==> config.mk <==
export PLATFORM = sky130hd
export DESIGN_NAME = ordered_array_list_engine
export DESIGN_NICKNAME = d
export VERILOG_FILES = /design/src/sv/olae_pkg.sv /design/src/sv/olae_ctrl.sv /design/src/sv/olae_dp.sv /design/src/sv/ordered_array_list_engine.sv
export VERILOG_INCLUDE_DIRS = /design/src /design/src/sv
export SDC_FILE = /design/constraint.sdc
export NUM_CORES = 2
export LEC_CHECK = 0
export BUFFER_PORTS_ARGS = -buffer_cell sky130_fd_sc_hd__buf_2
export CAP_MARGIN = 0
export CORE_MARGIN = 1
export CORE_UTILIZATION = 60
export DETAILED_ROUTE_END_ITERATION = 10
export PLACE_DENSITY = 0.76
export SLEW_MARGIN = 20
export SYNTH_ARGS = -nofsm -noshare
export SYNTH_HDL_FRONTEND = slang
export SYNTH_SLANG_ARGS = --single-unit
export TNS_END_PERCENT = 100
==> constraint.sdc <==
create_clock -name clk -period 6.65 [get_ports clk]
set_input_delay 0.9975 -clock clk [delete_from_list [all_inputs] [get_ports clk]]
set_output_delay 0.9975 -clock clk [all_outputs]
set_load 0.01 [all_outputs]
==> src/sv/ordered_array_list_engine_assert.svh <==
// assertion macros shared by the ordered list engine modules
`ifndef ORDERED_ARRAY_LIST_ENGINE_ASSERT_SVH
`define ORDERED_ARRAY_LIST_ENGINE_ASSERT_SVH

// same-cycle implication, checked on clk, off while rst is high
`define OLAE_AST_IMP(name, ante, cons, msg) \
  name: assert property (@(posedge clk) disable iff (rst) (ante) |-> (cons)) \
    else $error(msg);

// next-cycle implication, checked on clk, off while rst is high
`define OLAE_AST_NXT(name, ante, cons, msg) \
  name: assert property (@(posedge clk) disable iff (rst) (ante) |=> (cons)) \
    else $error(msg);

`endif

==> src/sv/olae_pkg.sv <==
// shared codes and controller/datapath interface types for the ordered list engine
`default_nettype none
package olae_pkg;

  localparam int CMD_W    = 3;
  localparam int POS_W    = 6;
  localparam int VAL_W    = 32;
  localparam int STAT_W   = 3;
  localparam int IDX_W    = 6;
  localparam int COUNT_W  = 7;

  // command codes
  localparam logic [CMD_W-1:0] OP_APPEND    = 3'd0;
  localparam logic [CMD_W-1:0] OP_PREPEND   = 3'd1;
  localparam logic [CMD_W-1:0] OP_REM_LAST  = 3'd2;
  localparam logic [CMD_W-1:0] OP_REM_FIRST = 3'd3;
  localparam logic [CMD_W-1:0] OP_INS_BEFORE = 3'd4;
  localparam logic [CMD_W-1:0] OP_INS_AFTER = 3'd5;
  localparam logic [CMD_W-1:0] OP_DELETE    = 3'd6;
  localparam logic [CMD_W-1:0] OP_FIND      = 3'd7;

  // status codes
  localparam logic [STAT_W-1:0] ST_OK       = 3'd0;
  localparam logic [STAT_W-1:0] ST_FULL     = 3'd1;
  localparam logic [STAT_W-1:0] ST_EMPTY    = 3'd2;
  localparam logic [STAT_W-1:0] ST_BADPOS   = 3'd3;
  localparam logic [STAT_W-1:0] ST_NOTFOUND = 3'd4;

  // controller to datapath commands
  typedef struct packed {
    logic              latch;     // capture the input beat
    logic              init_up;   // pointer to count, for a shift toward the tail
    logic              init_dn;   // pointer to one past the gap, for a shift toward the head
    logic              init_scan; // pointer to zero, for a search
    logic              rd;        // read the memory, step the pointer
    logic              rd_dec;    // read below the pointer and step down
    logic              mv_wr;     // write back the entry read last cycle
    logic              mv_up;     // write it one slot higher, else one lower
    logic              put;       // write the new value at the insert slot
    logic              cnt_inc;
    logic              cnt_dec;
    logic              set_st;
    logic [STAT_W-1:0] st_code;
    logic              set_found; // record the index of the entry just compared
    logic              load_out;  // move the result into the output register
  } olae_ctl_t;

  // datapath to controller status
  typedef struct packed {
    logic [CMD_W-1:0] op;
    logic             full;
    logic             empty;
    logic             pos_gt_cnt;
    logic             pos_ge_cnt;
    logic             ptr_gt_at;
    logic             ptr_lt_cnt;
    logic             match;
  } olae_stat_t;

endpackage
`default_nettype wire

==> src/sv/olae_ctrl.sv <==
// controller state machine of the ordered list engine
`default_nettype none
module olae_ctrl
  import olae_pkg::*;
(
  input  wire logic       clk,
  input  wire logic       rst,
  input  wire logic       in_valid,
  output logic            in_ready,
  output logic            out_valid,
  input  wire logic       out_ready,
  input  wire olae_stat_t st,
  output olae_ctl_t       ctl
);

  localparam logic [2:0] S_IDLE   = 3'd0;
  localparam logic [2:0] S_DECIDE = 3'd1;
  localparam logic [2:0] S_SHUP   = 3'd2;
  localparam logic [2:0] S_PUT    = 3'd3;
  localparam logic [2:0] S_SHDN   = 3'd4;
  localparam logic [2:0] S_FIND   = 3'd5;
  localparam logic [2:0] S_FIN    = 3'd6;

  logic [2:0] state;
  logic [2:0] state_next;
  logic       out_valid_next;
  logic       out_free;

  assign in_ready = (state == S_IDLE);
  assign out_free = !out_valid || out_ready;

  // next state and datapath commands
  always_comb begin
    state_next = state;
    ctl        = '0;
    unique case (state)
      S_IDLE: begin
        if (in_valid) begin
          ctl.latch  = 1'b1;
          state_next = S_DECIDE;
        end
      end
      S_DECIDE: begin
        state_next = S_FIN;
        unique case (st.op)
          OP_APPEND, OP_PREPEND: begin
            if (st.full) begin
              ctl.set_st  = 1'b1;
              ctl.st_code = ST_FULL;
            end else begin
              ctl.init_up = 1'b1;
              state_next  = S_SHUP;
            end
          end
          OP_INS_BEFORE: begin
            priority if (st.full) begin
              ctl.set_st  = 1'b1;
              ctl.st_code = ST_FULL;
            end else if (st.pos_gt_cnt) begin
              ctl.set_st  = 1'b1;
              ctl.st_code = ST_BADPOS;
            end else begin
              ctl.init_up = 1'b1;
              state_next  = S_SHUP;
            end
          end
          OP_INS_AFTER: begin
            priority if (st.full) begin
              ctl.set_st  = 1'b1;
              ctl.st_code = ST_FULL;
            end else if (st.pos_ge_cnt) begin
              ctl.set_st  = 1'b1;
              ctl.st_code = ST_BADPOS;
            end else begin
              ctl.init_up = 1'b1;
              state_next  = S_SHUP;
            end
          end
          OP_REM_LAST: begin
            if (st.empty) begin
              ctl.set_st  = 1'b1;
              ctl.st_code = ST_EMPTY;
            end else begin
              ctl.cnt_dec = 1'b1;
            end
          end
          OP_REM_FIRST: begin
            if (st.empty) begin
              ctl.set_st  = 1'b1;
              ctl.st_code = ST_EMPTY;
            end else begin
              ctl.init_dn = 1'b1;
              state_next  = S_SHDN;
            end
          end
          OP_DELETE: begin
            priority if (st.empty) begin
              ctl.set_st  = 1'b1;
              ctl.st_code = ST_EMPTY;
            end else if (st.pos_ge_cnt) begin
              ctl.set_st  = 1'b1;
              ctl.st_code = ST_BADPOS;
            end else begin
              ctl.init_dn = 1'b1;
              state_next  = S_SHDN;
            end
          end
          OP_FIND: begin
            ctl.init_scan = 1'b1;
            state_next    = S_FIND;
          end
          default: begin
            state_next = S_FIN;
          end
        endcase
      end
      // move entries one slot up, tail first, until the gap reaches the insert slot
      S_SHUP: begin
        ctl.mv_wr = 1'b1;
        ctl.mv_up = 1'b1;
        if (st.ptr_gt_at) begin
          ctl.rd     = 1'b1;
          ctl.rd_dec = 1'b1;
        end else begin
          state_next = S_PUT;
        end
      end
      S_PUT: begin
        ctl.put     = 1'b1;
        ctl.cnt_inc = 1'b1;
        state_next  = S_FIN;
      end
      // move entries one slot down, from the gap toward the tail
      S_SHDN: begin
        ctl.mv_wr = 1'b1;
        if (st.ptr_lt_cnt) begin
          ctl.rd = 1'b1;
        end else begin
          ctl.cnt_dec = 1'b1;
          state_next  = S_FIN;
        end
      end
      // compare the entry read last cycle while reading the next one
      S_FIND: begin
        priority if (st.match) begin
          ctl.set_found = 1'b1;
          state_next    = S_FIN;
        end else if (st.ptr_lt_cnt) begin
          ctl.rd = 1'b1;
        end else begin
          ctl.set_st  = 1'b1;
          ctl.st_code = ST_NOTFOUND;
          state_next  = S_FIN;
        end
      end
      S_FIN: begin
        if (out_free) begin
          ctl.load_out = 1'b1;
          state_next   = S_IDLE;
        end
      end
      default: begin
        state_next = S_IDLE;
      end
    endcase
  end

  // output beat flag
  always_comb begin
    out_valid_next = out_valid && !out_ready;
    if (ctl.load_out) begin
      out_valid_next = 1'b1;
    end
  end

  always_ff @(posedge clk) begin
    if (rst) begin
      state     <= S_IDLE;
      out_valid <= 1'b0;
    end else begin
      state     <= state_next;
      out_valid <= out_valid_next;
    end
  end

  `include "ordered_array_list_engine_assert.svh"

  `OLAE_AST_IMP(a_out_from_fin, $rose(out_valid), $past(state) == S_FIN, "result without finish")
  `OLAE_AST_NXT(a_accept_decides, in_valid && in_ready, state == S_DECIDE, "accept not decoded")
  `OLAE_AST_NXT(a_out_hold, out_valid && !out_ready, out_valid, "result beat dropped")

endmodule
`default_nettype wire

==> src/sv/olae_dp.sv <==
// datapath of the ordered list engine: entry memory, count, pointer and result registers
`default_nettype none
module olae_dp
  import olae_pkg::*;
#(
  parameter int DEPTH = 64
) (
  input  wire logic               clk,
  input  wire logic               rst,
  input  wire logic [CMD_W-1:0]   in_cmd,
  input  wire logic [POS_W-1:0]   in_pos,
  input  wire logic [VAL_W-1:0]   in_value,
  input  wire olae_ctl_t          ctl,
  output olae_stat_t              st,
  output logic [STAT_W-1:0]       out_status,
  output logic [IDX_W-1:0]        out_index,
  output logic [COUNT_W-1:0]      out_count
);

  localparam int AW = (DEPTH > 1) ? $clog2(DEPTH) : 1;
  localparam int CW = $clog2(DEPTH + 1);
  localparam int PW = (CW > COUNT_W) ? CW : COUNT_W;

  logic [VAL_W-1:0]  mem [DEPTH];

  logic [CMD_W-1:0]  op;
  logic [POS_W-1:0]  op_pos;
  logic [VAL_W-1:0]  op_value;
  logic [CW-1:0]     cnt;
  logic [CW-1:0]     ptr;
  logic              pend;
  logic [AW-1:0]     pend_idx;
  logic [VAL_W-1:0]  rd_data;
  logic [STAT_W-1:0] res_status;
  logic [IDX_W-1:0]  res_idx;

  logic [PW-1:0]     pos_w;
  logic [PW-1:0]     cnt_w;
  logic [PW-1:0]     at_w;
  logic [PW-1:0]     pidx_w;
  logic [CW-1:0]     at_c;
  logic [CW-1:0]     rd_ptr;
  logic [AW-1:0]     rd_addr;
  logic [AW-1:0]     wr_addr;
  logic [VAL_W-1:0]  wr_data;
  logic              we;

  assign pos_w  = PW'(op_pos);
  assign cnt_w  = PW'(cnt);
  assign pidx_w = PW'(pend_idx);

  // slot where the new entry lands or the removed one sits
  always_comb begin
    unique case (op)
      OP_APPEND:                at_w = cnt_w;
      OP_PREPEND, OP_REM_FIRST: at_w = '0;
      OP_INS_AFTER:             at_w = pos_w + PW'(1);
      default:                  at_w = pos_w;
    endcase
  end
  assign at_c = at_w[CW-1:0];

  // read and write addresses
  assign rd_ptr  = ctl.rd_dec ? (ptr - CW'(1)) : ptr;
  assign rd_addr = rd_ptr[AW-1:0];
  always_comb begin
    if (ctl.put) begin
      wr_addr = at_c[AW-1:0];
      wr_data = op_value;
    end else begin
      wr_addr = ctl.mv_up ? (pend_idx + AW'(1)) : (pend_idx - AW'(1));
      wr_data = rd_data;
    end
  end
  assign we = ctl.put || (ctl.mv_wr && pend);

  // entry memory, one write and one registered read a cycle
  always_ff @(posedge clk) begin
    if (we) begin
      mem[wr_addr] <= wr_data;
    end
    if (ctl.rd) begin
      rd_data <= mem[rd_addr];
    end
  end

  // captured input beat
  always_ff @(posedge clk) begin
    if (ctl.latch) begin
      op       <= in_cmd;
      op_pos   <= in_pos;
      op_value <= in_value;
    end
    if (ctl.rd) begin
      pend_idx <= rd_addr;
    end
  end

  // count, pointer and read-pending flag
  always_ff @(posedge clk) begin
    if (rst) begin
      cnt  <= '0;
      ptr  <= '0;
      pend <= 1'b0;
    end else begin
      pend <= ctl.rd;
      if (ctl.cnt_inc) begin
        cnt <= cnt + CW'(1);
      end else if (ctl.cnt_dec) begin
        cnt <= cnt - CW'(1);
      end
      priority if (ctl.init_up) begin
        ptr <= cnt;
      end else if (ctl.init_dn) begin
        ptr <= at_c + CW'(1);
      end else if (ctl.init_scan) begin
        ptr <= '0;
      end else if (ctl.rd) begin
        ptr <= ctl.rd_dec ? (ptr - CW'(1)) : (ptr + CW'(1));
      end
    end
  end

  // result of the command at work and the output register
  always_ff @(posedge clk) begin
    if (ctl.latch) begin
      res_status <= ST_OK;
      res_idx    <= '0;
    end else begin
      if (ctl.set_st) begin
        res_status <= ctl.st_code;
      end
      if (ctl.set_found) begin
        res_idx <= pidx_w[IDX_W-1:0];
      end
    end
    if (ctl.load_out) begin
      out_status <= res_status;
      out_index  <= res_idx;
      out_count  <= cnt_w[COUNT_W-1:0];
    end
  end

  // status toward the controller
  assign st.op         = op;
  assign st.full       = (cnt == CW'(DEPTH));
  assign st.empty      = (cnt == '0);
  assign st.pos_gt_cnt = (pos_w > cnt_w);
  assign st.pos_ge_cnt = (pos_w >= cnt_w);
  assign st.ptr_gt_at  = (ptr > at_c);
  assign st.ptr_lt_cnt = (ptr < cnt);
  assign st.match      = pend && (rd_data == op_value);

  `include "ordered_array_list_engine_assert.svh"

  `OLAE_AST_IMP(a_no_put_full, ctl.put, cnt != CW'(DEPTH), "insert into a full list")
  `OLAE_AST_IMP(a_no_dec_empty, ctl.cnt_dec, cnt != '0, "remove from an empty list")
  `OLAE_AST_IMP(a_put_no_move, ctl.put, !pend, "insert write collides with a move")

endmodule
`default_nettype wire

==> src/sv/ordered_array_list_engine.sv <==
// Ordered list engine: holds up to DEPTH signed 32-bit entries in a single
// memory with one write port and one registered read port, plus an entry count.
// One command is worked at a time; shifts and searches move through the memory
// one entry per cycle, reading one slot while writing back the slot read the
// cycle before. An append, prepend or insert moves the entries from its slot
// up by one, tail first, then writes the new entry; delete and remove first
// move the entries above the slot down by one; remove last only lowers the
// count; a find reads from slot 0 up to the first hit or the count. The
// memory needs no clearing after reset: only slots below the count are read.
// A finished result sits in an output register; the next command is accepted
// the cycle after that register is loaded, while its result still waits. A
// command whose result is ready waits in its last cycle as long as the
// previous result has not been taken.
`default_nettype none
module ordered_array_list_engine
  import olae_pkg::*;
#(
  parameter int DEPTH = 64
) (
  input  wire logic                clk,
  input  wire logic                rst,
  input  wire logic                in_valid,
  output logic                     in_ready,
  input  wire logic [CMD_W-1:0]    cmd,
  input  wire logic [POS_W-1:0]    pos,
  input  wire logic signed [VAL_W-1:0] value,
  output logic                     out_valid,
  input  wire logic                out_ready,
  output logic [STAT_W-1:0]        status,
  output logic [IDX_W-1:0]         index,
  output logic [COUNT_W-1:0]       count
);

  olae_ctl_t  ctl;
  olae_stat_t st;

  // sequencing of each command
  olae_ctrl u_ctrl (
    .clk       (clk),
    .rst       (rst),
    .in_valid  (in_valid),
    .in_ready  (in_ready),
    .out_valid (out_valid),
    .out_ready (out_ready),
    .st        (st),
    .ctl       (ctl)
  );

  // storage and compare logic
  olae_dp #(
    .DEPTH (DEPTH)
  ) u_dp (
    .clk        (clk),
    .rst        (rst),
    .in_cmd     (cmd),
    .in_pos     (pos),
    .in_value   (VAL_W'(unsigned'(value))),
    .ctl        (ctl),
    .st         (st),
    .out_status (status),
    .out_index  (index),
    .out_count  (count)
  );

endmodule
`default_nettype wire
==> metrics list <==
- Result of the run: finished with violations
* Violations in the final reports: design-rule violations
* Most area-consuming cells after synthesis: edfxtp_1, mux4_2, o2111ai_1, o211ai_1, mux2i_1
- In this run the core area contains ~140 standard-cell rows.
- After synthesis, the share of cell area in mux cells is 0.108.
- For the worst flop-to-flop path, the logic depth is 17.
- In the finished design, the share of the clock period the worst path needs comes to 0.950.
* Synthesis warning total: 0
- Setup repair after global routing left no endpoint under its margin.
* Synthesized Nets: roughly 4800
- Of the total synthesized cell area, the portion taken by AND, OR, NAND and NOR gates is 0.0198.
* Post-cts gate resize count: 0
- Maximum frequency from static timing analysis: ~0.16 GHz
- From left edge to right edge, the die measures 383 um.
- Clock tree from TritonCTS: built
* DP HPWL: between 100000 and 150000 um
- Clock tree synthesis found a total of approximately 2200 sinks.
- Core area: ~140000 sq um
* Post-detailed-route DRC marker count: 18
- For the pin with the worst max-slew slack, the measured transition is about 1300 ps.
- The worst setup path is launched from a register.
* Sum of negative setup slack: 0 ps
- The share of synthesized area in the top cell type comes to 0.739.
* I/O pins: 63
- Initial core utilization: 0.606
* Fraction of the mapped netlist area in adder cells: 0.00506
- No sink is reached through more buffers than the 3 on the longest clock path.
- Deepest level of the CTS H-tree: 4
* Post-Synthesis Cells: roughly 4700
* Total number of vias: a little under 50000
- Across the run, the number of max-cap violations was 0.
- Counting the buffers created by CTS gives 204.
- EDFF count, synth: ~2100
- Setup violations remaining at the end of the flow were counted as 0.
- GRT Residual Overflow: 0
- Among all flip-flop cells after synthesis, the most frequent one is edfxtp_1.
* Area leader, netlist: edfxtp_1
* Clock Latency Late Sink: roughly 860 ps
- Of the synthesized area, sequential elements account for 0.745.
- Leakage: slightly above 30 nW
* Post-CTS Setup Inserts: 0
- Iteration count of the initial detailed-routing pass: 11
* Category of the worst setup path capture point: register
* DIE AREA: 147000 sq um
- Largest voltage drop on the vdd net: between 0.4 and 0.5 mV
* Cell at the root of the clock tree: clkbuf_16
* WS Path Type: reg2reg
- Instance count along the most critical hold path: 1
* Clock Pin Slew Worst Setup and Hold Paths: roughly 60 ps
- First-pass GRT wire length: 337000 um
* Post-Syn Area: around 87000 sq um
- Crit path arrival time: a little under 7000 ps
- Buffers added on ports: 62
* Power per cell area: between 400 and 500 nW/um^2
* Remaining antenna violation count: 0
- Post-route standard cell area excluding fillers: 97000 sq um
- Iteration-0 DRC count of the detailed router: roughly 8500
* Dominant combinational cell family by area after synthesis: multiplexers
* Tightest Hold Check Type: in2reg
- The initial antenna violation count is 22.
- P&R area growth vs syn: 11.4%
- DP Area: between 90000 and 100000 sq um
* Share of final-layout standard cells stronger than drive strength 1: 0.203
- The congestion estimate from routability-driven global placement came to 0.930.
- Final Routed Wirelength: approximately 240000 um
- Total global-route track usage: 0.324
- Fraction of registers with async set or reset after synthesis: 0
* Pre-CTS WS: about 690 ps
- A synthesized cell averages roughly 18 sq um.
- Number of distinct library cells after synthesis: 75
* Clock period minus final worst setup slack: 6320 ps
- Worst Path Required: just over 7000 ps
* Hold Violations, Final: 0
- Vias/cell: between 7 and 8
- Synthesis inferred 2171 register bits.
- Number of buffers inserted by hold repair at cts: 0
- The net count of the finished layout is between 4000 and 5000.
* Worst-path maximum fanout: 22
- The area fraction in compound gates after synthesis is 0.0845.
- Maximum number of pins on one net before global-route repair: between 200 and 250
* Worst clock skew on the final layout: roughly 43 ps
* Post-DR wirelength/cell: 34.2 um
- Vias in the first global route: around 48000
* Vertical die dimension: between 300 and 400 um
- Worst max-slew margin expressed relative to the limit: 0.153
* Final setup slack of the worst path: 335 ps
- Of the total synthesized cell area, the portion taken by XOR and XNOR cells is 0.00619.
* Number of pins with negative max-slew slack in the final report: 0
==> Yosys cell counts, types with 9 or more instances <==
library cell and count:
dfxtp_1 28, a32o_1 31, a22oi_1 35, buf_4 25
mux4_2 345, a21o_1 16, edfxtp_1 2143, o22ai_1 66
mux2_2 49, nand3_1 20, nand2_1 114, nor4_1 9
xnor2_1 46, mux2i_1 112, a211oi_1 35, xor2_1 10
o21ai_0 25, buf_2 51, or4_1 30, buf_8 10
ha_1 32, nor3_1 9, a21oi_1 68, nand2b_1 9
inv_1 282, o211ai_1 282, o221ai_1 33, o2111ai_1 246
a41oi_1 62, nor2_1 136, buf_1 18, clkbuf_1 224
==> power by group <==
| group | internal, mW | switching (mW) |
|---|---|---|
| Sequential | 17.4 | 0.420 |
| Clock | 6.35 | 5.02 |
| Combinational | 4.92 | 10.5 |
==> cell type report <==
type	count	area [sq um]
inverters	289	1110
multi-input cells	1919	20100
repair buffers	255	2070
flip-flops and latches	2171	64900
clock inverters	104	962
well taps	1903	2380
clock buffers	266	5470
diodes	2	5.00
fillers	8774	46900
==> placed cells by master (no fill, tap or decap), drive strengths merged, types with 16 or more instances in the layout <==
master      n
mux2i     112
o22ai      66
inv       298
o21ai      29
nand3      20
clkbuf    266
edfxtp   2143
or4        30
a32o       31
dfxtp      28
mux2       49
a21oi      69
o221ai     33
nor2      136
clkinv     76
xnor2      48
o211ai    284
o2111ai   247
buf       255
ha         32
nand2     114
mux4      345
a21o       16
a211oi     35
a41oi      62
a22oi      35
==> flip-flops by register name, summed over array words and instances, names as in the netlist, 6 cells and up <==
register        cells
u_dp.mem         2048
u_dp.op_value      32
u_dp.rd_data       32
u_dp.cnt            7
u_dp.out_count      7
u_dp.ptr            7
u_dp.op_pos         6
u_dp.out_index      6
u_dp.pend_idx       6
u_dp.res_idx        6
==> path summary, 6_finish.rpt <==
check | slack (ps) | start | end
setup reg to reg | 330 | u_dp.op[0] | u_dp.rd_data[13]
setup / recovery | 330 | u_dp.op[0] | u_dp.rd_data[13]
hold reg to reg | 440 | u_dp.res_status[1] | u_dp.out_status[1]
hold / removal | 320 | value[12] | u_dp.op_value[12]
==> per-layer routing <==
| layer | vias up | GRT usage | wire length (um) |
|---|---|---|---|
| li1 | 19800 | - | - |
| met1 | 25000 | 0.444 | 83300 |
| met2 | 3831 | 0.485 | 108000 |
| met3 | 574 | 0.106 | 34700 |
| met4 | 16 | 0.128 | 10200 |
| met5 | - | 0 | 102 |
==> critical path, cell delays in order, from the launching register on <==
cell and delay [ps]:
edfxtp_1 750, nand2b_2 260, and2_1 280, o211a_1 240, inv_1 60, ha_1 280, nor2b_1 120, o21ai_0 80
a21oi_1 200, a31o_2 270, o21ai_1 190, xnor2_2 810, inv_2 380, nand2_1 490, buf_4 360, a41oi_1 130
or4_1 700, a211oi_1 460
==> kinds of logic after synthesis <==
| kind of cell | Yosys count |
|---|---|
| fa+ha+maj | 34 |
| xor+xnor | 59 |
| simple gates | 372 |
| compound gates | 948 |
| flops | 2171 |
| buf+inv | 626 |
| mux | 506 |
==> metrics by stage <==
step / instances / utilization / total power [mW] / hold slack, ps
after floorplan: 4716 / - / 27.3 / 408
after global placement: 6534 / 0.629 / 32.6 / 418
after detailed placement: 6537 / 0.629 / 32.9 / 425
after CTS: 6907 / 0.674 / 44.2 / 269
after global routing: 6907 / 0.674 / 45.7 / 282
final: 6909 / 0.674 / 44.5 / 317
Power figures use the tool's default switching activity.
